### src/hw/rtl/eag_pkg.sv
`default_nettype none
// ----------------------------------------------------------------------------
// Exponential adaptive gain: shared package
// Widths, fixed-point constants, register defaults and the sideband types
// that travel with an item through the gain pipeline.
// ----------------------------------------------------------------------------
package eag_pkg;

	localparam int FRAC_BITS = 16;
	localparam int DATA_W = 24;
	localparam int ADDR_W = 4;
	localparam int APB_W = 32;

	localparam int Q28 = 28;
	localparam int Q30 = 30;
	localparam logic [28:0] LOG2E_Q28 = 29'h17154765;
	localparam logic [29:0] LN2_Q30 = 30'h2C5C85FE;

	localparam int M_W = 2 * DATA_W;
	localparam int U_W = 34;
	localparam int U_LO = 17;
	localparam int UP_W = U_LO + 29;
	localparam int V_W = 34;
	localparam int K_W = V_W - Q28;
	localparam int T_W = Q28 + 1;
	localparam int Y_W = Q30;
	localparam int SUM_W = 32;
	localparam int SHIFT_W = 7;
	localparam int PROD_W = DATA_W + SUM_W;
	localparam int MAG_W = 50;
	localparam int G_W = MAG_W + 2;

	localparam int EXP_SHIFT = 2 * FRAC_BITS - Q28;
	localparam int EXP_SHR = (EXP_SHIFT > 0) ? EXP_SHIFT : 0;
	localparam int EXP_SHL = (EXP_SHIFT < 0) ? -EXP_SHIFT : 0;
	localparam logic [63:0] BOUND_GROW = 64'd17 << (2 * FRAC_BITS);
	localparam logic [63:0] BOUND_DECAY = 64'd40 << (2 * FRAC_BITS);

	localparam int TAYLOR_ORDER = 10;
	localparam int EXP_STAGES = 3;
	localparam int POW_STAGES = 2 * TAYLOR_ORDER;
	localparam int OUT_STAGES = 3;
	localparam int NUM_STAGES = EXP_STAGES + POW_STAGES + OUT_STAGES;

	localparam logic signed [DATA_W-1:0] GAIN_MAX = 24'sh7FFFFF;
	localparam logic signed [DATA_W-1:0] GAIN_MIN = -24'sh800000;

	localparam logic signed [DATA_W-1:0] SPAN_RESET = 24'sd98265;
	localparam logic signed [DATA_W-1:0] RATE_RESET = 24'sd72818;
	localparam logic signed [DATA_W-1:0] FLOOR_RESET = 24'sd10918;

	typedef enum logic [1:0] {
		OVR_NONE,
		OVR_FLOOR,
		OVR_HUGE
	} ovr_t;

	typedef struct packed {
		ovr_t ovr;
		logic [SHIFT_W-1:0] shift;
	} side_t;

	typedef struct packed {
		logic signed [DATA_W-1:0] gain_span;
		logic signed [DATA_W-1:0] decay_rate;
		logic signed [DATA_W-1:0] gain_floor;
	} cfg_t;

endpackage
`default_nettype wire

### src/hw/rtl/eag_regs.sv
`default_nettype none
// ----------------------------------------------------------------------------
// Exponential adaptive gain: coefficient registers
// APB-style port holding the span, decay rate and floor coefficients.
// ----------------------------------------------------------------------------
module eag_regs (
	input  logic                        clk,
	input  logic                        arst_n,
	input  logic                        psel,
	input  logic                        penable,
	input  logic                        pwrite,
	input  logic [eag_pkg::ADDR_W-1:0] paddr,
	input  logic [eag_pkg::APB_W-1:0]  pwdata,
	output logic [eag_pkg::APB_W-1:0]  prdata,
	output logic                        pready,
	output eag_pkg::cfg_t               cfg
);
	import eag_pkg::*;

	typedef enum logic [1:0] {
		REG_SPAN  = 2'd0,
		REG_RATE  = 2'd1,
		REG_FLOOR = 2'd2
	} reg_idx_t;

	cfg_t cfg_q;
	logic wr_en;

	assign pready = 1'b1;
	assign wr_en = psel & penable & pwrite & pready;
	assign cfg = cfg_q;

	always_ff @(posedge clk or negedge arst_n) begin
		if (!arst_n) begin
			cfg_q.gain_span <= SPAN_RESET;
			cfg_q.decay_rate <= RATE_RESET;
			cfg_q.gain_floor <= FLOOR_RESET;
		end else if (wr_en) begin
			unique case (paddr[ADDR_W-1:2])
				REG_SPAN:  cfg_q.gain_span <= signed'(pwdata[DATA_W-1:0]);
				REG_RATE:  cfg_q.decay_rate <= signed'(pwdata[DATA_W-1:0]);
				REG_FLOOR: cfg_q.gain_floor <= signed'(pwdata[DATA_W-1:0]);
				default: ;
			endcase
		end
	end

	always_comb begin
		unique case (paddr[ADDR_W-1:2])
			REG_SPAN:  prdata = APB_W'(cfg_q.gain_span);
			REG_RATE:  prdata = APB_W'(cfg_q.decay_rate);
			REG_FLOOR: prdata = APB_W'(cfg_q.gain_floor);
			default:   prdata = '0;
		endcase
	end

endmodule
`default_nettype wire

### config.mk
export PLATFORM = sky130hd
export DESIGN_NAME = eag_regs
export DESIGN_NICKNAME = d
export VERILOG_FILES = /design/src/hw/rtl/eag_pkg.sv /design/src/hw/rtl/eag_regs.sv
export SDC_FILE = /design/constraint.sdc
export NUM_CORES = 1
export LEC_CHECK = 0
export ABC_AREA = 1
export BUFFER_PORTS_ARGS = -buffer_cell sky130_fd_sc_hd__buf_2
export CELL_PAD_IN_SITES_DETAIL_PLACEMENT = 1
export CELL_PAD_IN_SITES_GLOBAL_PLACEMENT = 1
export CORE_AREA = 3 3 104 106
export DETAILED_ROUTE_END_ITERATION = 7
export DIE_AREA = 0 0 107 109
export GPL_TIMING_DRIVEN = 0
export PLACE_DENSITY_LB_ADDON = 0.1
export SLEW_MARGIN = 20
export SYNTH_ARGS = -nofsm -noshare
export SYNTH_HDL_FRONTEND = slang
export SYNTH_SLANG_ARGS = --single-unit
### constraint.sdc
create_clock -name clk -period 1.23 [get_ports clk]
set_input_delay 0.0615 -clock clk [delete_from_list [all_inputs] [get_ports clk]]
set_output_delay 0.0615 -clock clk [all_outputs]
set_load 0.03 [all_outputs]
==> results list <==
- Violation count after the first detailed-route iteration: 98
- Synthesis inferred a little over 70 register bits.
- The longest clock path from root to sink contains 2 buffers.
* Final min period: 1.33 ns
* Detail Placement HPWL: approximately 8.1 mm
- Area share of xor/xnor cells in the synthesized design: 0%
- Setup violations remaining at the end of the flow were counted as 19.
- Flip-flop count of the largest register after layout: slightly above 70
- Total die area: 0.0117 sq mm
- Number of core rows: 36
- In this run, distinct cell masters in the synthesized netlist total 17.
* Worst Skew: 0 ns
* Initial cell density of the core: around 37%
- Amount of wire on met2 after detailed routing: around 6.3 mm
- Total non-filler cell area in the finished layout: ~0.0055 sq mm
- Number of antenna diodes: 0
* Clock-pin slew on the worst setup and hold paths: around 0.08 ns
- Required @ worst endpoint: 1.17 ns
* Post-route DRC: 0
* Commonest cells after routing, fill and taps aside: nand2_1, buf_2, nand2_2
- about 150 I/O pins were placed.
* Leak Pwr: about 3 nW
- Of the available clock period, the critical path in the final layout requires 108%.
- Summing all placed instances gives a cell area of roughly 0.0045 sq mm.
* Unrepaired setup endpoints after global routing: true
* Count of final hold-check violations: 0
* Vias in the first global route: 3,735
- Largest family of logic cells by synthesized area: simple AND/OR/NAND/NOR gates
* Crit. End Element: primary output
- Part of the Yosys area used for sequential elements: between 50% and 60%
* Total wirelength of the detailed-routed design: 12.5 mm
- Global placer's final weighted congestion: around 0.78
- Summed over all nets, wire length on met3 after detailed routing comes to around 500 um.
* Core footprint: ~0.01 sq mm
- Dividing the detail-routed via count by the number of cells gives around 4.6.
* CTS sink count: just over 70
- Number of input and output port buffers inserted: roughly 130
- Arr. time, crit path: between 1 and 1.5 ns
- Leaving out fill and tap cells, the most frequent cell in the layout is nand2_1.
* Remaining Overflow, GRT: 0
* Max-cap check violation count: 0
- The synthesized netlist devotes about two fifths of its cell area to simple gates.
* Run status: complete, but fails checks
- NumNets Final: roughly 670
- Startpoint type of the worst setup path: register
- Measured along the y axis, the die boundary spans 109 um.
- Routed signal wires occupy layers up through met4.
* Syn Area/Cell: roughly 8.5 sq um
* Tot GR Track Use: 21.8%
* Root cell of the clock tree: clkbuf_8
* Count of synthesis-stage warnings from yosys: 0
* Setup slack on the worst flop-to-flop path: about 0.33 ns
- Dividing the detail-routed wire length by the instance count gives ~16 um.
- Prior to clock tree synthesis, the placed netlist has a worst setup slack of -0.0774 ns.
- Multiplexer cells account for 0% of the synthesized area.
- The final reports fail on setup timing.
- CP Max Fanout: 5
- In this run the remaining antenna-violating nets after routing total 0.
* Maximum clock frequency: approximately 750 MHz
* Adder-Cell Fraction of Synth Area: 0%
* Clock latency on the worst-skew pair: about 0.35 ns
* Ratio of cells with drive above 1 in the final layout: a little under three fifths
- Gate count of the mapped netlist: 430
- DIE WIDTH: roughly 110 um
- First-pass iteration count of the detailed router: 4
- Vias post-DR: 3,507
* Pwr/cell area: approximately 1700 mW/mm^2
- Area Overhead vs Synth: 51.8%
- Final setup margin: -0.0975 ns
* Aggregate negative setup slack: -0.854 ns
- Worst Path Class, Setup: reg -> out
- Maximum number of pins on one net before global-route repair: 47
- The number of max-slew violations in the final report came to 0.
- The detailed router put a total of ~5.5 mm of wire on met1.
- Hold crit path type: in -> reg
- CTS Buf Count: 9
- Post-Syn Nets: 471
- CTS tree: done
- The synthesized netlist devotes 0% of its cell area to compound gates.
* First-pass GRT wire length: about 20 mm
- The synthesized netlist occupies a cell area of 0.00365 sq mm.
- CTS H-tree lvls: 3
- IR analysis of the VDD net gives a maximum drop of ~0.7 mV.
- The number of antenna violations at the first check in global routing is 0.
==> kinds of logic (layout without fill, tap and decap cells) <==
kind of cell / after synthesis / count (layout)
and+or+nand+nor: 325 / 326
buffers and inverters: 32 / 231
other: 1 / 1
DFF: 72 / 72
==> through the flow <==
stage | power, mW | hold WS [ns] | std cells | utilization [%]
6_report | 9.44 | 0.118 | 763 | 56.2
5_1_grt | 9.93 | 0.129 | 763 | 56.2
4_1_cts | 9.37 | 0.104 | 756 | 54.6
3_5_place_dp | 6.61 | 0.0112 | 698 | 45.9
3_3_place_gp | 6.53 | 0.288 | 697 | 45.6
2_1_floorplan | 5.56 | -0.234 | 430 | -
==> worst paths after layout <==
kind,depth (start not counted),startpoint,to
hold reg to reg,2,cfg[52],cfg[52]
hold / removal,5,paddr[3],cfg[1]
min in group asynchronous,2,arst_n,cfg[49]
setup reg to reg,4,cfg[40],cfg[40]
setup / recovery,4,cfg[71],prdata[31]
max in group asynchronous,3,arst_n,cfg[61]
==> report_power, final <==
part           internal [mW]  switching [mW]
clock                   1.35           0.908
combinational           1.35            2.38
sequential              3.00           0.458
total                   5.69            3.74
==> cell type report <==
cell class	instances	area, sq um
Clock inverter	6	109
Clock buffer	10	128
Multi-Input combinational cell	327	1690
Inverter	5	23.8
Timing Repair Buffer	183	1280
Fill cell	1226	4320
Sequential cell	72	1840
Buffer	27	302
Tap cell	133	166
==> per-layer routing <==
| metal | GRT usage, % | vias up |
|---|---|---|
| met2 | 38.4 | 96 |
| li1 | - | 1690 |
| met4 | 5.84 | 0 |
| met5 | 0 | - |
| met3 | 4.20 | 12 |
| met1 | 27.6 | 1709 |
==> cell usage after synthesis <==
| cell | count | area share (%) |
|---|---|---|
| conb_1 | 1 | 0.10 |
| dfstp_2 | 28 | 20 |
| nand2_8 | 2 | 1.1 |
| buf_6 | 8 | 2.5 |
| dfrtp_1 | 44 | 30 |
| inv_4 | 2 | 0.34 |
| nand2_1 | 229 | 24 |
| nor2_8 | 1 | 0.55 |
| nand2_4 | 3 | 0.92 |
| buf_2 | 2 | 0.27 |
| nor2_4 | 4 | 1.2 |
| nand2_2 | 61 | 10 |
| inv_2 | 3 | 0.31 |
| nand3_1 | 24 | 3.3 |
| nand3_2 | 1 | 0.27 |
| buf_12 | 4 | 2.2 |
| buf_4 | 13 | 2.7 |
==> critical path, cell delays in order, from the launching register on <==
cell and delay [ns]:
dfrtp_1 0.40, nand2_2 0.12, nand3_4 0.13, buf_6 0.14, buf_6 0.13
==> timing repair <==
action	CTS	global route
cloned	1	0
buffers inserted	16	7
endpoints found under the hold margin	114	0
resized for setup	73	34
pin swaps	18	10
setup endpoints to repair	31	28
hold buffers	25	0
Power figures use the tool's default switching activity.
