--- src/hw/rtl/eag_pkg.sv ---
`default_nettype none
// ----------------------------------------------------------------------------
// Exponential adaptive gain: shared package
// Widths, fixed-point constants, register defaults and the sideband types
// that travel with an item through the gain pipeline.
// ----------------------------------------------------------------------------
package eag_pkg;

	localparam int FRAC_BITS = 16;
	localparam int DATA_W = 24;
	localparam int ADDR_W = 4;
	localparam int APB_W = 32;

	localparam int Q28 = 28;
	localparam int Q30 = 30;
	localparam logic [28:0] LOG2E_Q28 = 29'h17154765;
	localparam logic [29:0] LN2_Q30 = 30'h2C5C85FE;

	localparam int M_W = 2 * DATA_W;
	localparam int U_W = 34;
	localparam int U_LO = 17;
	localparam int UP_W = U_LO + 29;
	localparam int V_W = 34;
	localparam int K_W = V_W - Q28;
	localparam int T_W = Q28 + 1;
	localparam int Y_W = Q30;
	localparam int SUM_W = 32;
	localparam int SHIFT_W = 7;
	localparam int PROD_W = DATA_W + SUM_W;
	localparam int MAG_W = 50;
	localparam int G_W = MAG_W + 2;

	localparam int EXP_SHIFT = 2 * FRAC_BITS - Q28;
	localparam int EXP_SHR = (EXP_SHIFT > 0) ? EXP_SHIFT : 0;
	localparam int EXP_SHL = (EXP_SHIFT < 0) ? -EXP_SHIFT : 0;
	localparam logic [63:0] BOUND_GROW = 64'd17 << (2 * FRAC_BITS);
	localparam logic [63:0] BOUND_DECAY = 64'd40 << (2 * FRAC_BITS);

	localparam int TAYLOR_ORDER = 10;
	localparam int EXP_STAGES = 3;
	localparam int POW_STAGES = 2 * TAYLOR_ORDER;
	localparam int OUT_STAGES = 3;
	localparam int NUM_STAGES = EXP_STAGES + POW_STAGES + OUT_STAGES;

	localparam logic signed [DATA_W-1:0] GAIN_MAX = 24'sh7FFFFF;
	localparam logic signed [DATA_W-1:0] GAIN_MIN = -24'sh800000;

	localparam logic signed [DATA_W-1:0] SPAN_RESET = 24'sd98265;
	localparam logic signed [DATA_W-1:0] RATE_RESET = 24'sd72818;
	localparam logic signed [DATA_W-1:0] FLOOR_RESET = 24'sd10918;

	typedef enum logic [1:0] {
		OVR_NONE,
		OVR_FLOOR,
		OVR_HUGE
	} ovr_t;

	typedef struct packed {
		ovr_t ovr;
		logic [SHIFT_W-1:0] shift;
	} side_t;

	typedef struct packed {
		logic signed [DATA_W-1:0] gain_span;
		logic signed [DATA_W-1:0] decay_rate;
		logic signed [DATA_W-1:0] gain_floor;
	} cfg_t;

endpackage
`default_nettype wire

--- src/hw/rtl/eag_out.sv ---
`default_nettype none
// ----------------------------------------------------------------------------
// Exponential adaptive gain: output stage
// Scales the power of two by the span, rounds, adds the floor and
// saturates the gain to the output range.
// ----------------------------------------------------------------------------
module eag_out (
	input  logic                            clk,
	input  logic [eag_pkg::OUT_STAGES-1:0] en,
	input  eag_pkg::cfg_t                   cfg,
	input  logic [eag_pkg::SUM_W-1:0]      sum,
	input  eag_pkg::side_t                  side,
	output logic signed [eag_pkg::DATA_W-1:0] gain,
	output logic                            saturated
);
	import eag_pkg::*;

	logic [DATA_W-1:0]   ma;
	logic [PROD_W-1:0]   prod_s1;
	side_t               side_s1;

	logic [PROD_W:0]     rnd;
	logic [MAG_W-1:0]    mag;
	logic [MAG_W-1:0]    mag_s2;
	ovr_t                ovr_s2;

	logic                a_neg;
	logic signed [G_W-1:0] mag_sx;
	logic signed [G_W-1:0] g;
	logic signed [DATA_W-1:0] gain_nx;
	logic                sat_nx;
	logic signed [DATA_W-1:0] gain_s3;
	logic                sat_s3;

	assign a_neg = cfg.gain_span[DATA_W-1];
	assign ma = a_neg ? unsigned'(-cfg.gain_span) : unsigned'(cfg.gain_span);

	always_ff @(posedge clk) begin
		if (en[0]) begin
			prod_s1 <= PROD_W'(ma) * PROD_W'(sum);
			side_s1 <= side;
		end
	end

	// The product is below 2^PROD_W, so any larger shift rounds to zero.
	always_comb begin
		rnd = (PROD_W+1)'(prod_s1) + ((PROD_W+1)'(1) << (side_s1.shift - SHIFT_W'(1)));
		if (side_s1.shift > SHIFT_W'(PROD_W)) begin
			mag = '0;
		end else begin
			mag = MAG_W'(rnd >> side_s1.shift);
		end
	end

	always_ff @(posedge clk) begin
		if (en[1]) begin
			mag_s2 <= mag;
			ovr_s2 <= side_s1.ovr;
		end
	end

	always_comb begin
		mag_sx = signed'(G_W'(mag_s2));
		case (ovr_s2)
			OVR_FLOOR: g = G_W'(cfg.gain_floor);
			OVR_HUGE:  g = a_neg ? G_W'(GAIN_MIN) - G_W'(1) : G_W'(GAIN_MAX) + G_W'(1);
			default:   g = (a_neg ? -mag_sx : mag_sx) + G_W'(cfg.gain_floor);
		endcase
		if (g > G_W'(GAIN_MAX)) begin
			gain_nx = GAIN_MAX;
			sat_nx = 1'b1;
		end else if (g < G_W'(GAIN_MIN)) begin
			gain_nx = GAIN_MIN;
			sat_nx = 1'b1;
		end else begin
			gain_nx = DATA_W'(g);
			sat_nx = 1'b0;
		end
	end

	always_ff @(posedge clk) begin
		if (en[2]) begin
			gain_s3 <= gain_nx;
			sat_s3 <= sat_nx;
		end
	end

	assign gain = gain_s3;
	assign saturated = sat_s3;

endmodule
`default_nettype wire

--- config.mk ---
export PLATFORM = sky130hd
export DESIGN_NAME = eag_out
export DESIGN_NICKNAME = d
export VERILOG_FILES = /design/src/hw/rtl/eag_pkg.sv /design/src/hw/rtl/eag_out.sv
export SDC_FILE = /design/constraint.sdc
export NUM_CORES = 2
export LEC_CHECK = 0
export ABC_AREA = 1
export CELL_PAD_IN_SITES_DETAIL_PLACEMENT = 1
export CELL_PAD_IN_SITES_GLOBAL_PLACEMENT = 2
export CORE_ASPECT_RATIO = 1.75
export CORE_MARGIN = 4
export CORE_UTILIZATION = 41
export DETAILED_ROUTE_END_ITERATION = 8
export DONT_BUFFER_PORTS = 1
export HOLD_SLACK_MARGIN = 0.1
export PLACE_DENSITY = 0.91
export SYNTH_ARGS = -nofsm -noshare
export SYNTH_HDL_FRONTEND = slang
export SYNTH_SLANG_ARGS = --single-unit
--- constraint.sdc ---
create_clock -name clk -period 14.37 [get_ports clk]
set_clock_uncertainty 0.05 [all_clocks]
set_input_delay 1.437 -clock clk [delete_from_list [all_inputs] [get_ports clk]]
set_output_delay 1.437 -clock clk [all_outputs]
set_load 0.1 [all_outputs]
==> flow_summary_export.csv <==
group,metric,value,unit
run_status,outcome,"completed",
worst_setup_path,cp-end-kind,"flip-flop",
sta,setup_viol_count_final,0,
synthesis,synthTopCellsByCount,"nand2_1, inv_1, nor2_1, fa_1, nand3_1",
worst_setup_path,cpMostUsedCell,"inv_1",
global_routing,grt_pass1_wl,293000,um
finish,drive_above_1_share,2.79,%
cts,cts_htree_levels,4,
placement,placed_area,0.0462,sq mm
sta,final_hold_viol_count,0,
worst_setup_path,max_stage_delay,930,ps
worst_setup_path,required,14570,ps
cts,hold_buffers,0,
routing,vias_per_cell,5.47,
die,die_area,0.115,sq mm
die,core_region_area,0.109,sq mm
routing,drt_iter0_drc,2190,
routing,route.detailed.wl_per_inst,24.8,um
sta,fmax,89.0,MHz
sta,slew_violations,0,
global_routing,antenna_found_initial,4,
routing,routed-wl-met3,6230,um
die,design.portCount,142,
sta,totalNegativeSetupSlack,0,ps
synthesis,synthCells,6675,
global_routing,grt_pass1_vias,49000,
die,row_count,160,
global_routing,grt_max_degree,68,
die,die_x,258,um
synthesis,syn-cell-area,0.0449,sq mm
synthesis,yosys_warnings,0,
synthesis,yosysTopAreaCellShare,29.4,%
finish,nets,7594,
routing,top_layer,"met5",
worst_setup_path,slowest_stage,"inv_1",
synthesis,syn-mean-instance-area,6.73,sq um
finish,area_growth,4.24,%
cts,cts.reportedPaths.clkPinSlew,70,ps
cts,cts-resized-gates,0,
finish,finalInstanceArea,0.0468,sq mm
synthesis,synth.distinct_cells,56,
sta,relSlewSlack,18.5,%
cts,cts_buffer_depth,2,
synthesis,synth_ff_type,"edfxtp_1",
routing,drc,0,
synthesis,yosysSeqAreaShare,9.49,%
routing,via_count,43800,
cts,cts_buffers,17,
synthesis,synthTopCellsByArea,"fa_1, nand2_1, inv_1, edfxtp_1, ha_1",
sta,finalCritPeriodShare,78.2,%
global_routing,grt_usage,34.4,%
cts,cts.sinks,142,
worst_hold_path,hold_start,"side_s1[8]",
synthesis,ys_seq_elements,142,
routing,m1WireLength,58900,um
run,drv_cap,0,
cts,post-cts-setup-buffers,0,
worst_setup_path,setup.worst_path.end,"prod_s1[48]",
sta,timing.final.crit_period,11240,ps
sta,tightest_slew,1220,ps
routing,wirelength,199000,um
cts,clock_latency,500,ps
synthesis,synthesis.nets,7747,
sta,rsz0062_at_grt,"no",
die,fp.dieH,446,um
global_routing,overflow,0,
worst_hold_path,hold_path.class,"reg -> reg",
synthesis,yosysTopAreaCell,"fa_1",
synthesis,synth_edf_count,142,
cts,cts-root-buf,"clkbuf_16",
routing,dr.pass1.iters,5,
worst_setup_path,r2r-start,"side_s1[0]",
worst_setup_path,reg2reg_depth,25,
sta,whs,389,ps
synthesis,postSynth.asyncResetShare,0,%
cts,cts_tree,"built",
worst_setup_path,critPathKind,"in -> reg",
placement,port_buffers,0,
routing,ant_nets,0,
worst_setup_path,r2r-end,"mag_s2[33]",
worst_setup_path,startpoint_type,"input pin",
synthesis,synth_most_common_cell,"nand2_1",
placement,place_congestion,1.01,
placement,dpl.hpwl,172000,um
worst_setup_path,cp_max_fo,20,
worst_setup_path,cp-startpoint,"cfg[49]",
worst_setup_path,crit_arrival,11430,ps
die,start_util,41.3,%
worst_hold_path,min_path_cells,0,
routing,wl_met2,107000,um
worst_setup_path,r2r_slack,7310,ps
==> through the flow <==
step           utilization, %  cells  worst slack [ps]
5_1_grt                  43.1   7993              2690
3_5_place_dp             42.5   7961              2720
2_1_floorplan               -   6675              5270
3_3_place_gp             42.5   7961              2850
4_1_cts                  43.1   7992              3200
6_report                 43.1   7995              3130
==> cell type report <==
type | count | area (sq um)
Fill cell | 14400 | 61900
Multi-Input combinational cell | 4884 | 34400
Inverter | 1429 | 5370
Sequential cell | 142 | 4260
Tap cell | 1458 | 1820
Clock buffer | 19 | 433
Timing Repair Buffer | 48 | 360
Clock inverter | 12 | 138
Antenna cell | 3 | 7.51
==> cells by family (layout without fill, tap and decap cells) <==
| group | count (synthesis) | in the layout | share of synthesized area, % |
|---|---|---|---|
| AOI/OAI and AO/OA | 459 | 459 | 5.56 |
| xor gates and xnor gates | 129 | 129 | 2.52 |
| adders and majority gates | 955 | 955 | 37.6 |
| buffers and inverters | 1649 | 1508 | 14.0 |
| DFF | 142 | 142 | 9.49 |
| muxes | 1 | 1 | 0.0223 |
| other | 0 | 3 | 0 |
| and+or+nand+nor | 3340 | 3340 | 30.8 |
==> state kept, by name, indices dropped and copies added, names as in the netlist <==
register / count
gain: 24
saturated: 1
mag_s2: 50
ovr_s2: 2
side_s1: 9
prod_s1: 56
==> per-layer routing <==
metal / global-route usage, % / up-vias
li1: - / 19900
met1: 28.9 / 21700
met2: 66.4 / 1319
met3: 3.34 / 815
met4: 36.2 / 2
met5: 0 / -
==> how the worst min path moves through the flow <==
stage | endpoint | slack (ps)
3_3_place_gp | ovr_s2[1] | 370
2_1_floorplan | ovr_s2[0] | 350
6_report | ovr_s2[1] | 390
4_1_cts | ovr_s2[1] | 390
3_5_place_dp | ovr_s2[1] | 360
5_1_grt | ovr_s2[1] | 400
==> critical path, delay by kind of cell <==
kind / cells / cell delay, ps
adder cells (fa/ha/maj): 9 / 4130
XOR/XNOR: 1 / 60
AO/OA/AOI/OAI: 5 / 1270
AND/OR/NAND/NOR: 13 / 2930
buffers and inverters: 9 / 1560
==> cells in the final DEF (no fill, tap or decap), types with 13 or more instances in the layout <==
cell	n
nand2_1	1877
inv_1	1395
nor2_1	686
fa_1	660
nand3_1	569
ha_1	295
a21oi_1	224
edfxtp_1	142
o21ai_0	126
xor2_1	82
nand4_1	68
buf_4	48
xnor2_1	42
nor3_1	30
nand2_2	29
a31oi_1	29
inv_2	18
nor2_2	18
o21ai_1	18
clkbuf_16	17
clkinv_1	16
a21o_1	15
or2_2	13
nor4_1	13
Power is not shown: default switching activity piles up to over one toggle a cycle in this logic, so the estimate is an artifact.
