File: config.mk
export PLATFORM = sky130hd
export DESIGN_NAME = eag_expo
export DESIGN_NICKNAME = d
export VERILOG_FILES = /design/src/hw/rtl/eag_pkg.sv /design/src/hw/rtl/eag_expo.sv
export SDC_FILE = /design/constraint.sdc
export NUM_CORES = 2
export LEC_CHECK = 0
export BUFFER_PORTS_ARGS = -buffer_cell sky130_fd_sc_hd__buf_2
export CORE_UTILIZATION = 54
export CTS_CLUSTER_DIAMETER = 30
export DETAILED_ROUTE_END_ITERATION = 16
export HOLD_SLACK_MARGIN = 0.1
export PLACE_DENSITY = 0.74
export SKIP_LAST_GASP = 1
export SLEW_MARGIN = 15
export SYNTH_ARGS = -nofsm -noshare
export SYNTH_HDL_FRONTEND = slang
export SYNTH_SLANG_ARGS = --single-unit
File: constraint.sdc
create_clock -name clk -period 13.55 [get_ports clk]
set_clock_uncertainty 0.05 [all_clocks]
set_input_delay 0.6775 -clock clk [delete_from_list [all_inputs] [get_ports clk]]
set_output_delay 0.6775 -clock clk [all_outputs]
set_load 0.05 [all_outputs]
File: src/hw/rtl/eag_pkg.sv
`default_nettype none
// ----------------------------------------------------------------------------
// Exponential adaptive gain: shared package
// Widths, fixed-point constants, register defaults and the sideband types
// that travel with an item through the gain pipeline.
// ----------------------------------------------------------------------------
package eag_pkg;

	localparam int FRAC_BITS = 16;
	localparam int DATA_W = 24;
	localparam int ADDR_W = 4;
	localparam int APB_W = 32;

	localparam int Q28 = 28;
	localparam int Q30 = 30;
	localparam logic [28:0] LOG2E_Q28 = 29'h17154765;
	localparam logic [29:0] LN2_Q30 = 30'h2C5C85FE;

	localparam int M_W = 2 * DATA_W;
	localparam int U_W = 34;
	localparam int U_LO = 17;
	localparam int UP_W = U_LO + 29;
	localparam int V_W = 34;
	localparam int K_W = V_W - Q28;
	localparam int T_W = Q28 + 1;
	localparam int Y_W = Q30;
	localparam int SUM_W = 32;
	localparam int SHIFT_W = 7;
	localparam int PROD_W = DATA_W + SUM_W;
	localparam int MAG_W = 50;
	localparam int G_W = MAG_W + 2;

	localparam int EXP_SHIFT = 2 * FRAC_BITS - Q28;
	localparam int EXP_SHR = (EXP_SHIFT > 0) ? EXP_SHIFT : 0;
	localparam int EXP_SHL = (EXP_SHIFT < 0) ? -EXP_SHIFT : 0;
	localparam logic [63:0] BOUND_GROW = 64'd17 << (2 * FRAC_BITS);
	localparam logic [63:0] BOUND_DECAY = 64'd40 << (2 * FRAC_BITS);

	localparam int TAYLOR_ORDER = 10;
	localparam int EXP_STAGES = 3;
	localparam int POW_STAGES = 2 * TAYLOR_ORDER;
	localparam int OUT_STAGES = 3;
	localparam int NUM_STAGES = EXP_STAGES + POW_STAGES + OUT_STAGES;

	localparam logic signed [DATA_W-1:0] GAIN_MAX = 24'sh7FFFFF;
	localparam logic signed [DATA_W-1:0] GAIN_MIN = -24'sh800000;

	localparam logic signed [DATA_W-1:0] SPAN_RESET = 24'sd98265;
	localparam logic signed [DATA_W-1:0] RATE_RESET = 24'sd72818;
	localparam logic signed [DATA_W-1:0] FLOOR_RESET = 24'sd10918;

	typedef enum logic [1:0] {
		OVR_NONE,
		OVR_FLOOR,
		OVR_HUGE
	} ovr_t;

	typedef struct packed {
		ovr_t ovr;
		logic [SHIFT_W-1:0] shift;
	} side_t;

	typedef struct packed {
		logic signed [DATA_W-1:0] gain_span;
		logic signed [DATA_W-1:0] decay_rate;
		logic signed [DATA_W-1:0] gain_floor;
	} cfg_t;

endpackage
`default_nettype wire

File: src/hw/rtl/eag_expo.sv
`default_nettype none
// ----------------------------------------------------------------------------
// Exponential adaptive gain: exponent front end
// Scales the error norm by the decay rate, converts to a base-2 exponent
// and splits it into the fraction for the power unit and the output shift.
// ----------------------------------------------------------------------------
module eag_expo (
	input  logic                            clk,
	input  logic [eag_pkg::EXP_STAGES-1:0] en,
	input  eag_pkg::cfg_t                   cfg,
	input  logic [eag_pkg::DATA_W-1:0]     x,
	output logic [eag_pkg::T_W-1:0]        t,
	output eag_pkg::side_t                  side
);
	import eag_pkg::*;

	logic [DATA_W-1:0] mb;
	logic [M_W-1:0]    m_s1;
	logic              grow_s1;

	logic [63:0]       bound;
	logic [U_W-1:0]    u;
	ovr_t              ovr;
	logic [UP_W-1:0]   plo_s2;
	logic [UP_W-1:0]   phi_s2;
	logic              grow_s2;
	ovr_t              ovr_s2;

	logic [63:0]        vsum;
	logic [V_W-1:0]     v;
	logic [K_W-1:0]     k;
	logic [Q28-1:0]     f;
	logic [SHIFT_W-1:0] kk;
	logic [T_W-1:0]     t_nx;
	logic [SHIFT_W-1:0] s_nx;
	logic [T_W-1:0]     t_s3;
	side_t              side_s3;

	assign mb = cfg.decay_rate[DATA_W-1] ? unsigned'(-cfg.decay_rate)
		: unsigned'(cfg.decay_rate);

	always_ff @(posedge clk) begin
		if (en[0]) begin
			m_s1 <= M_W'(mb) * M_W'(x);
			grow_s1 <= cfg.decay_rate[DATA_W-1];
		end
	end

	always_comb begin
		bound = grow_s1 ? BOUND_GROW : BOUND_DECAY;
		u = U_W'((64'(m_s1) >> EXP_SHR) << EXP_SHL);
		if (cfg.gain_span == '0) begin
			ovr = OVR_FLOOR;
		end else if (64'(m_s1) >= bound) begin
			ovr = grow_s1 ? OVR_HUGE : OVR_FLOOR;
		end else begin
			ovr = OVR_NONE;
		end
	end

	always_ff @(posedge clk) begin
		if (en[1]) begin
			plo_s2 <= UP_W'(u[U_LO-1:0]) * UP_W'(LOG2E_Q28);
			phi_s2 <= UP_W'(u[U_W-1:U_LO]) * UP_W'(LOG2E_Q28);
			grow_s2 <= grow_s1;
			ovr_s2 <= ovr;
		end
	end

	always_comb begin
		vsum = (64'(phi_s2) << U_LO) + 64'(plo_s2) + (64'd1 << (Q28 - 1));
		v = vsum[Q28 +: V_W];
		k = v[V_W-1:Q28];
		f = v[Q28-1:0];
		if (grow_s2) begin
			t_nx = T_W'(f);
			kk = SHIFT_W'(k);
			s_nx = (k < K_W'(Q30)) ? SHIFT_W'(Q30) - SHIFT_W'(k) : SHIFT_W'(1);
		end else begin
			if (f != '0) begin
				t_nx = (T_W'(1) << Q28) - T_W'(f);
				kk = SHIFT_W'(k) + SHIFT_W'(1);
			end else begin
				t_nx = '0;
				kk = SHIFT_W'(k);
			end
			s_nx = (kk < SHIFT_W'(40)) ? SHIFT_W'(Q30) + kk : SHIFT_W'(70);
		end
	end

	always_ff @(posedge clk) begin
		if (en[2]) begin
			t_s3 <= t_nx;
			side_s3.ovr <= ovr_s2;
			side_s3.shift <= s_nx;
		end
	end

	assign t = t_s3;
	assign side = side_s3;

endmodule
`default_nettype wire

==> run summary <==
- completed — status
- m_s1[46] — worst setup path end
- 0.00403 — multiplexer share of the synthesized area
- 6 — number of detailed-route iterations in the first pass
- inv_1 — most common library cell in the layout ignoring fill and taps
- adder cells — dominant combinational cell family by area after synthesis
- 113 — count of buffers inserted at the top-level ports
- 164 — number of register bits inferred by synthesis
- 285 um — overall die height
- 0 — endpoints failing setup
- 0 — total count of hold-check failures in the final report
- inv_1 (1079), fa_1 (803), ha_1 (614) — commonest cells after routing, fill and taps aside
- 285 um — die extent in x
- edfxtp_1 — dominant register cell in the synthesized netlist
- m_s1[16] — start of the worst register-to-register path
- 0.550 — adder and majority gate portion of the synthesized area
- 0 — fin. max-slew vios
- 0.308 — tightest slew margin relative to the limit
- 29900 — number of vias after detailed routing
- 2 — antenna violations before repair
- 10.02 ns — arrival time of data at the critical path endpoint
- 0.257 — total global routing track utilization
- 0 — Synth async-reset ratio
- 21 — worst r2r path cells
- primary input — crit path launch type
- 5.41 — via density per instance
- 0.48 ns — clock network latency to the later pin of the worst-skew pair
- 138 — number of placed I/O pins
- 0 — max-cap viol count
- 5.54% — Layout area overhead
- 79000 um^2 — placeable core region
- 0 — final antenna-violating net count
- 103 — std cell rows
- 0 — Post CTS Setup Buffer Count
- 17 — CTS Buf Count
- 98300 um — sum of routed wire length over all layers
- 0 — post-cts resize count
- 78 — maximum number of pins on one net before global-route repair
- 5.68 ns — Register-to-Register Setup Slack
- flip-flop — CP Capture Type
- 5487 — cell total after placement
- 0.126 — synthesized-area fraction occupied by and/or/nand/nor cells
- plo_s2[44] — Reg2Reg Capture Point
- 17.8 um — WL per Instance
- 5937 — Post-Synthesis Net Count
- 1.03 ns — Tightest Pin Transition
- 0.726 — fin crit share
- or4_1 — standard cell with the maximum stage delay on the critical path
- 9.83 ns — min cycle time layout
- yes — clock tree from TritonCTS
- 3.23 ns — pre-CTS worst setup slack
- primary input to flip-flop — class of the most critical setup path
- 24 — maximum fanout count along the critical path
- 3.72 ns — worst setup margin
- 9.77 um^2 — synthesized area per cell
- 0 — Synthesis Warnings
- false — setup repair after global routing missed its margin
- cfg[30] — origin of the worst setup path
- 0.959 — GPL Wtd Cong
- 164 — number of flops mapped to enable cells by yosys
- 5973 — number of nets at the end of the flow
- 43200 um^2 — Mapped Area
- clkbuf_16 — cell at the root of the clock tree
- 0.0651 — compound-gate portion of the synthesized area
- 0 — remaining routing DRC violations
- flip-flop to flip-flop — path type of the worst min-delay path
- 0 — total inserted antenna cells
- 4420 — instance count of the mapped netlist
- 0.0521 — proportion of layout cells with a drive suffix above 1
- 32000 — via count of the first global-routing pass
- 0.114 — Seq/Total Area, Yosys
- 164 — CTS sink cnt
- 81100 um^2 — die area
- 0.08 ns — clock-pin slew of the registers on the worst-case setup and hold paths
- 13.74 ns — data required time at the worst endpoint
- 0 — total overflow reported by the global router
- 0 — hold buffer count at CTS
- 6648 — fillcell total
- 80500 um — DPL Wire Length
- 0.0360 — XOR/XNOR share of the synthesized area
- 1652 — initial detailed-routing violation count
- 5519 — non-filler instance count after layout
- 4 — H-tree level count
- fa_1 — cell occurring most often along the worst timing path
- 0 ns — TNS Setup
- 0.59 ns — max incr delay on CP
- 2 — maximum count of clock buffers along a single path
- 0.546 — initial core utilization
- 102 MHz — peak clock frequency supported by timing
- 99 — count of unique library cells instantiated by Yosys
- 165000 um — global-route wire length before repair
## final cells by class
cell class	count	area, um^2	share of cell area
Multi-Input combinational cell	3054	33900	0.743
Inverter	1080	4050	0.0890
Timing Repair Buffer	139	763	0.0168
Tap cell	1050	1310	0.0288
Clock inverter	15	208	0.00456
Clock buffer	17	425	0.00934
Sequential cell	164	4920	0.108
## metrics by stage
stage,hold slack (ns),cell area [um^2],util
after floorplan,0.350,43200,-
after global placement,0.351,44900,0.569
after detailed placement,0.375,44900,0.569
after CTS,0.392,45600,0.577
after global routing,0.402,45600,0.577
final,0.390,45600,0.577
## registers in the layout, summed over array words and instances (netlist names)
signal	cells
m_s1	48
phi_s2	45
plo_s2	29
t	29
side	9
ovr_s2	2
grow_s1	1
grow_s2	1
## critical path: cells and delay by family
kind	cells	cell delay, ns
simple gates	8	1.87
mux	1	0.17
fa+ha+maj	8	3.86
xor+xnor	1	0.15
buf+inv	5	0.61
compound gates	10	2.66
## worst min-delay path by stage
stage / slack (ns) / to / from / depth (start not counted)
floorplan: 0.35 / side[7] / ovr_s2[0] / 0
global placement: 0.35 / side[8] / ovr_s2[1] / 0
detailed placement: 0.38 / side[7] / ovr_s2[0] / 0
CTS: 0.39 / side[8] / ovr_s2[1] / 0
global route: 0.40 / side[7] / ovr_s2[0] / 0
finish: 0.39 / side[8] / ovr_s2[1] / 0
## kinds of logic after synthesis
logic type | Yosys count
buffers and inverters | 1202
flip-flops | 164
AO/OA/AOI/OAI | 418
other | 1
XOR/XNOR | 174
adder cells (fa/ha/maj) | 1417
multiplexers | 17
AND/OR/NAND/NOR | 1027
## Yosys cell counts, types with 36 or more instances
master    count  area (um^2)
fa_1        803        16100
xnor2_1     118         1030
and2_1      354         2210
edfxtp_1    164         4920
clkbuf_1    116          435
xor2_1       53          464
a21oi_1     113          566
ha_1        614         7680
nor2_1      102          383
nor3_1       36          180
a21o_1       63          473
o21ai_0      71          355
inv_1      1079         4050
nand2_1     330         1240
nand3_1      43          215
## metal layers
| layer | global-route usage | routed length [um] |
|---|---|---|
| met5 | 0 | 13 |
| met3 | 0.0422 | 6750 |
| met2 | 0.432 | 46900 |
| met4 | 0.0688 | 2160 |
| met1 | 0.344 | 42500 |
Power is left out: the tool's default activity adds up to more than one toggle a clock period on the data nets, which glitch-free logic cannot reach.
