### src/hw/rtl/eag_pkg.sv
`default_nettype none
// ----------------------------------------------------------------------------
// Exponential adaptive gain: shared package
// Widths, fixed-point constants, register defaults and the sideband types
// that travel with an item through the gain pipeline.
// ----------------------------------------------------------------------------
package eag_pkg;

	localparam int FRAC_BITS = 16;
	localparam int DATA_W = 24;
	localparam int ADDR_W = 4;
	localparam int APB_W = 32;

	localparam int Q28 = 28;
	localparam int Q30 = 30;
	localparam logic [28:0] LOG2E_Q28 = 29'h17154765;
	localparam logic [29:0] LN2_Q30 = 30'h2C5C85FE;

	localparam int M_W = 2 * DATA_W;
	localparam int U_W = 34;
	localparam int U_LO = 17;
	localparam int UP_W = U_LO + 29;
	localparam int V_W = 34;
	localparam int K_W = V_W - Q28;
	localparam int T_W = Q28 + 1;
	localparam int Y_W = Q30;
	localparam int SUM_W = 32;
	localparam int SHIFT_W = 7;
	localparam int PROD_W = DATA_W + SUM_W;
	localparam int MAG_W = 50;
	localparam int G_W = MAG_W + 2;

	localparam int EXP_SHIFT = 2 * FRAC_BITS - Q28;
	localparam int EXP_SHR = (EXP_SHIFT > 0) ? EXP_SHIFT : 0;
	localparam int EXP_SHL = (EXP_SHIFT < 0) ? -EXP_SHIFT : 0;
	localparam logic [63:0] BOUND_GROW = 64'd17 << (2 * FRAC_BITS);
	localparam logic [63:0] BOUND_DECAY = 64'd40 << (2 * FRAC_BITS);

	localparam int TAYLOR_ORDER = 10;
	localparam int EXP_STAGES = 3;
	localparam int POW_STAGES = 2 * TAYLOR_ORDER;
	localparam int OUT_STAGES = 3;
	localparam int NUM_STAGES = EXP_STAGES + POW_STAGES + OUT_STAGES;

	localparam logic signed [DATA_W-1:0] GAIN_MAX = 24'sh7FFFFF;
	localparam logic signed [DATA_W-1:0] GAIN_MIN = -24'sh800000;

	localparam logic signed [DATA_W-1:0] SPAN_RESET = 24'sd98265;
	localparam logic signed [DATA_W-1:0] RATE_RESET = 24'sd72818;
	localparam logic signed [DATA_W-1:0] FLOOR_RESET = 24'sd10918;

	typedef enum logic [1:0] {
		OVR_NONE,
		OVR_FLOOR,
		OVR_HUGE
	} ovr_t;

	typedef struct packed {
		ovr_t ovr;
		logic [SHIFT_W-1:0] shift;
	} side_t;

	typedef struct packed {
		logic signed [DATA_W-1:0] gain_span;
		logic signed [DATA_W-1:0] decay_rate;
		logic signed [DATA_W-1:0] gain_floor;
	} cfg_t;

endpackage
`default_nettype wire

### src/hw/rtl/eag_ctrl.sv
`default_nettype none
// ----------------------------------------------------------------------------
// Exponential adaptive gain: pipeline control
// Valid bit per stage and per-stage load enables that close up bubbles.
// ----------------------------------------------------------------------------
module eag_ctrl (
	input  logic                            clk,
	input  logic                            arst_n,
	input  logic                            s_tvalid,
	output logic                            s_tready,
	output logic                            m_tvalid,
	input  logic                            m_tready,
	output logic [eag_pkg::NUM_STAGES-1:0] en
);
	import eag_pkg::*;

	logic [NUM_STAGES-1:0] valid_q;

	// A stage may load when the output drains or some stage at or after it is empty.
	for (genvar i = 0; i < NUM_STAGES; i++) begin : g_en
		assign en[i] = m_tready | ~(&valid_q[NUM_STAGES-1:i]);
	end

	assign s_tready = en[0];
	assign m_tvalid = valid_q[NUM_STAGES-1];

	always_ff @(posedge clk or negedge arst_n) begin
		if (!arst_n) begin
			valid_q <= '0;
		end else begin
			if (en[0]) valid_q[0] <= s_tvalid;
			for (int i = 1; i < NUM_STAGES; i++) begin
				if (en[i]) valid_q[i] <= valid_q[i-1];
			end
		end
	end

endmodule
`default_nettype wire

### config.mk
export PLATFORM = sky130hd
export DESIGN_NAME = eag_ctrl
export DESIGN_NICKNAME = d
export VERILOG_FILES = /design/src/hw/rtl/eag_pkg.sv /design/src/hw/rtl/eag_ctrl.sv
export SDC_FILE = /design/constraint.sdc
export NUM_CORES = 1
export LEC_CHECK = 0
export ABC_CLOCK_PERIOD_IN_PS = 3800
export BUFFER_PORTS_ARGS = -buffer_cell sky130_fd_sc_hd__clkbuf_2
export CAP_MARGIN = 10
export CORE_AREA = 2 2 64 54
export DETAILED_ROUTE_END_ITERATION = 6
export DIE_AREA = 0 0 66 56
export GPL_ROUTABILITY_DRIVEN = 0
export REMOVE_ABC_BUFFERS = 1
export SLEW_MARGIN = 20
export SYNTH_ARGS = -nofsm -noshare
export SYNTH_HDL_FRONTEND = slang
export SYNTH_SLANG_ARGS = --single-unit
export TNS_END_PERCENT = 5
### constraint.sdc
create_clock -name clk -period 3.8 [get_ports clk]
set_input_delay 0.76 -clock clk [delete_from_list [all_inputs] [get_ports clk]]
set_output_delay 0.76 -clock clk [all_outputs]
set_load 0.02 [all_outputs]
==> impl_results.md, run 1 <==
* Initial antenna violation count at 0
* Total die area at between 3000 and 4000 um2
* Area growth, synth to finish at 20.2%
* H-tree depth reported by CTS at 1
* Placed insts at 170
* Gr usage total at 13.9%
* Overall power at 0.650 mW
* Synth Instances at 106
* Cell area power density at 459 nW/um2
* Worst r2r dst: valid_q[13]
* WL final at between 2000 and 2500 um
* Reg2reg start: valid_q[19]
* Pin count of the biggest net entering global routing at 27
* Yosys top cell area share at 55.2%
* Initial Util at roughly two fifths
* WHS Endpoint: valid_q[24]
* Critical path endpoint category: output port
* Main synth FF type: dfrtp_1
* Hold Crit Class: reg -> reg
* Worst slew pin tran at 0.677 ns
* I/O Pins at 32
* Max stage delay on crit path at 0.56 ns
* Switching part of the total at 26.3%
* Outcome: complete, no violations
* Number of synthesized flops with an enable pin at 0
* CTS max path bufs at 2
* Fillcell total at slightly above 300
* Hold_buf cts at 0
* Count leader, synth: dfrtp_1
* Worst Path Required at just over 3 ns
* Routed via count at 900
* Initial drt markers at 22
* Hold path depth at 1
* Synth cell count leaders: dfrtp_1 (26), nand4_1 (10), nand3_1 (9)
* Switching power at 0.171 mW
* Async set or reset register ratio after synthesis at between 90% and 100%
* Fraction of the yosys area taken by sequential cells at 55.2%
* Worst rel slew slack at a little over half
* Chip width at 66 um
* Share of cells above drive strength 1 at 36.6%
* Setup-failing EPs final at 0
* Clock power share at 34.9%
* CTS tree: yes
* Yosys top cell by area: dfrtp_1
* Crit start category: input pin
* Residual DRC count at 0
* Comb pwr share at 15.2%
* Nets@finish at 139
* Reg2reg setup slack at about 2.1 ns
* Setup TNS at 0 ns
* HP Start: valid_q[23]
* Placed Area at 1350 um2
* Max Slew Vio Count at 0
* Vias in the first global route at approximately 850
* Max cap viols at 0
* Die H at 56 um
* Critical Path, Cell by Cell: clkbuf_2 > and4b_2 > and3_1 > inv_2 > or2_1 > clkbuf_2
* CP arrival at 2.23 ns
* Fmax at 335 MHz
* Post-route ant nets at 0
* Crit path max fanout at 17
* Total CTS buffers at 3
* Final-report hold violation count at 0
* Final period utilization at between 70% and 80%
* Post-CTS sizing at 0
* Largest cells by area after synthesis: dfrtp_1 (55%), nand4_1 (5.3%), a31o_2 (5.2%)
* Avg Cell Area, Syn at 11.1 um2
* Largest Register: valid_q
* Drt first pass iters at 4
* Fin cells at 174
* Synth Warn # at 0
* Static Leakage at 0.652 nW
* DR vias/cell at 5.17
* CTS sink count at 26
* First-pass GRT wire length at about 4000 um
* Clock root cell: clkbuf_8
* Core Rows at 18
* Post-DP HPWL at between 1500 and 2000 um
* Worst reg-to-reg path cell count at 4
* Worst VDD drop at 249 uV
* CP most frequent cell: clkbuf_2
* PortBufs at 31
* Count of cell types in the netlist at 23
* Postcts setup bufs at 0
* RSZ-0062 raised after global routing: false
* Total core area at 3020 um2
* Tmin final at between 2 and 3 ns
* P_int at 0.479 mW
* Number of diodes at 0
* Flop pwr share at 49.8%
* Largest registers: valid_q (26)
* Fin area at about 1400 um2
* Clk Latency, worst-skew pair at 0.27 ns
* Yosys reg bits at 26
* Post-Syn Area at 1180 um2
* Largest register FFs at 26
* Critical path type: in -> out
* Worst Skew at approximately 0.011 ns
* Slowest CP cell: and3_1
* Wire length per cell at 13.3 um
* Reg clk slew, reported paths at approximately 0.090 ns
* Remaining global-route overflow at 0
==> power groups by stage <==
stage          Sequential [mW]  Combinational (mW)  Clock, mW
2_1_floorplan            0.325              0.0702          0
4_1_cts                  0.324               0.101      0.233
3_5_place_dp             0.329               0.101          0
6_report                 0.324              0.0991      0.227
5_1_grt                  0.329               0.111      0.243
3_3_place_gp             0.328              0.0993          0
==> per-layer routing <==
layer / part of all wire (%) / global-route usage (%) / vias to the layer above
li1: - / - / 447
met1: 46 / 19.4 / 424
met2: 48 / 21.5 / 25
met3: 5.4 / 3.64 / 4
met4: 0.91 / 3.50 / 0
met5: 0 / 0 / -
==> final cells by class <==
| type | instances | area (um2) | area share (%) |
|---|---|---|---|
| clock inverters | 1 | 30.0 | 2.12 |
| flip-flops and latches | 26 | 651 | 45.9 |
| multi-input cells | 69 | 474 | 33.5 |
| repair buffers | 31 | 155 | 11.0 |
| well taps | 40 | 50.0 | 3.53 |
| inverters | 4 | 15.0 | 1.06 |
| clock buffers | 3 | 41.3 | 2.92 |
==> layout by cell type, fill, tap and decap left out <==
| master | instances |
|---|---|
| nor3_1 | 1 |
| nand4_1 | 10 |
| nand2_1 | 7 |
| or2_2 | 2 |
| inv_2 | 2 |
| a31o_2 | 7 |
| nor2_1 | 2 |
| clkbuf_8 | 3 |
| and2_1 | 1 |
| dfrtp_1 | 26 |
| nand3b_1 | 1 |
| o21bai_1 | 1 |
| a21o_1 | 6 |
| nand3_1 | 9 |
| and3_1 | 7 |
| clkbuf_2 | 31 |
| nand2b_1 | 7 |
| and4b_2 | 1 |
| bufinv_16 | 1 |
| inv_1 | 2 |
| nor4_4 | 2 |
| a41o_1 | 4 |
| or2_1 | 1 |
==> through the flow <==
stage	util [%]	hold slack [ns]	setup slack (ns)
floorplan	-	0.426	0.957
global placement	44.6	0.439	0.879
detailed placement	44.6	0.448	0.818
CTS	46.9	0.472	0.817
global route	46.9	0.487	0.676
finish	46.9	0.466	0.814
==> how the worst max path moves through the flow <==
stage	startpoint	to	depth (start not counted)
floorplan	m_tready	en[0]	4
global placement	m_tready	en[13]	6
detailed placement	m_tready	en[13]	6
CTS	m_tready	en[13]	6
global route	m_tready	en[13]	6
finish	m_tready	en[13]	6
==> logic make-up (layout without fill, tap and decap cells) <==
| family | count (synthesis) | count (layout) | share of synthesized area (%) |
|---|---|---|---|
| buf+inv | 11 | 39 | 4.56 |
| compound gates | 18 | 18 | 13.1 |
| simple gates | 51 | 51 | 27.2 |
| flops | 26 | 26 | 55.2 |
==> worst max-delay path: cells and delay by family <==
kind,cells,cell delay [ns]
buf+inv,3,0.34
simple gates,3,1.12
Note: power is estimated with default switching activity, not from simulation.
==> inputs of run 2 (changes only) <==
--- a/config.mk
+++ b/config.mk
@@ -5,7 +5,7 @@
 export SDC_FILE = /design/constraint.sdc
 export NUM_CORES = 1
 export LEC_CHECK = 0
-export ABC_CLOCK_PERIOD_IN_PS = 3800
+export ABC_CLOCK_PERIOD_IN_PS = 2500
 export BUFFER_PORTS_ARGS = -buffer_cell sky130_fd_sc_hd__clkbuf_2
 export CAP_MARGIN = 10
 export CORE_AREA = 2 2 64 54
==> constraint.sdc (replaced) <==
create_clock -name clk -period 2.5 [get_ports clk]
set_input_delay 0.5 -clock clk [delete_from_list [all_inputs] [get_ports clk]]
set_output_delay 0.5 -clock clk [all_outputs]
set_load 0.02 [all_outputs]
==> impl_results.md, run 2 (synthesized netlist as in run 1, its figures left out) <==
* Post-DP HPWL at 1680 um (-3.7%)
* RSZ-0062 raised after global routing: false
* Number of diodes at 0 (unchanged)
* CTS sink count at 26 (unchanged)
* Max cap viols at 0 (unchanged)
* Max stage delay on crit path at 0.47 ns (-0.09 ns)
* Critical path endpoint category: output port
* Reg clk slew, reported paths at 0.09 ns (about the same)
* Post-route ant nets at 0 (unchanged)
* Post-CTS sizing at 0 (unchanged)
* Total CTS buffers at 3 (unchanged)
* Share of cells above drive strength 1 at 38.0% (+1.4 points)
* CP arrival at 1.82 ns (-0.41 ns)
* Max Slew Vio Count at 0 (unchanged)
* Residual DRC count at 0 (unchanged)
* Clk Latency, worst-skew pair at 0.27 ns (about the same)
* Crit start category: flop
* I/O Pins at 32 (unchanged)
* Chip width at 66 um (unchanged)
* Worst VDD drop at 440 uV (+77%)
* Clock root cell: clkbuf_8
* Most frequent cells in the layout: clkbuf_2 (31), dfrtp_1 (26), nand4_1 (10)
* Total core area at 3020 um2 (unchanged)
* Outcome: complete, no violations
* Hold Crit Class: in -> async
* WL final at 2260 um (-2.2%)
* Wire length per cell at 12.8 um (-3.9%)
* First-pass GRT wire length at 3860 um (-3.6%)
* DR vias/cell at 5.12 (-1.0%)
* Pin count of the biggest net entering global routing at 27 (unchanged)
* Area growth, synth to finish at 22.1%
* Nets@finish at 142 (+2.2%)
* Min Hold Slack at 0.232 ns (-0.234 ns)
* Commonest non-fill, non-tap cell in the layout: clkbuf_2
* Routed via count at 906 (+0.67%)
* Total die area at 3700 um2 (unchanged)
* Critical Path, Cell by Cell: and4b_2 > inv_2 > nor4_4 > nand3_1 > clkbuf_2
* Worst Skew at 0.00919 ns (-0.00150 ns)
* Remaining global-route overflow at 0 (unchanged)
* Initial antenna violation count at 0 (unchanged)
* Initial Util at 39.1% (unchanged)
* Seq. cell area at 651 um2 (unchanged)
* CTS tree: yes
* Critical path type: reg -> out
* Fillcell total at 303 (+0.33%)
* Static Leakage at 0.668 nW (+2.5%)
* Setup-failing EPs final at 0 (unchanged)
* Gr usage total at 13.5% (-0.42 points)
* Hold_buf cts at 0 (unchanged)
* Fmax at roughly 430 MHz
* Slowest CP cell: nor4_4
* Worst rel slew slack at 57.6% (+2.9 points)
* Setup TNS at 0 ns (unchanged)
* CTS max path bufs at 2 (unchanged)
* H-tree depth reported by CTS at 1 (unchanged)
* Worst slew pin tran at 0.636 ns (-0.0410 ns)
* Worst Path Required at 2.00 ns (-1.04 ns)
* Cell area power density at 689 nW/um2 (+50%)
* Largest Register: valid_q
* Final-report hold violation count at 0 (unchanged)
* Crit path max fanout at 8 (-9)
* Vias in the first global route at 848 (-0.47%)
* Drt first pass iters at 4 (unchanged)
* Core Rows at 18 (unchanged)
* Initial drt markers at 35 (+59%)
* Die H at 56 um (unchanged)
* Tmin final at 2.32 ns
* Postcts setup bufs at 0 (unchanged)
* Largest register FFs at 26 (unchanged)
* Largest registers: valid_q (26)
* PortBufs at 31 (unchanged)
* Final period utilization at 92.7%
* Footprint of the multi-input gates at 474 um2 (unchanged)
run 2: cell types whose count changed in the layout (fill, tap and decap cells not counted):
cell	change
buf_4	+3
run 2: per-layer routing:
| layer | GRT usage, % | part of all wire (%) | routed length (um) |
|---|---|---|---|
| met5 | 0 | 0 | 0 |
| met4 | 3.50 | 0.62 | 14 |
| met3 | 3.85 | 4.2 | 96 |
| met1 | 18.4 | 48 | 1090 |
| met2 | 21.1 | 47 | 1060 |
run 2: path summary, 6_finish.rpt:
path	from	endpoint	slack [ns]	cells past startpoint
worst max-delay path	valid_q[25]	en[10]	0.18	5
worst min-delay path	arst_n	valid_q[23]	0.23	1
worst max register to register	valid_q[25]	valid_q[10]	0.84	5
worst min register to register	valid_q[23]	valid_q[24]	0.46	1
max in group asynchronous	arst_n	valid_q[18]	1.85	1
min in group clk	s_tvalid	valid_q[0]	0.42	2
run 2: worst max-delay path, delay by kind of cell (launching register included):
kind / cells / cell delay (ns)
flip-flops: 1 / 0.40
AND/OR/NAND/NOR: 3 / 0.89
buffers and inverters: 2 / 0.24
run 2: area by class of cell:
| type | count | area share, % |
|---|---|---|
| clock inverters | 1 | 2.09 |
| well taps | 40 | 3.48 |
| multi-input cells | 69 | 33.0 |
| repair buffers | 34 | 12.3 |
| inverters | 4 | 1.04 |
| flip-flops and latches | 26 | 45.2 |
| clock buffers | 3 | 2.87 |
run 2: power by group:
part | internal, mW | total, mW | leakage (nW) | switching (mW)
logic | 0.0601 | 0.154 | 0.338 | 0.0939
clock network | 0.214 | 0.344 | 0.0357 | 0.130
registers | 0.458 | 0.493 | 0.294 | 0.0354
run 2: metrics by stage:
step	utilization, %	std cells	power, mW	setup WS, ns	cell area (um2)
after CTS	47.7	177	1.01	0.131	1440
after detailed placement	45.3	173	0.658	0.249	1370
after global routing	47.7	177	1.05	0.0466	1440
after global placement	45.3	173	0.653	0.272	1370
final	47.7	177	0.991	0.183	1440
after floorplan	-	99	0.600	0.177	1140
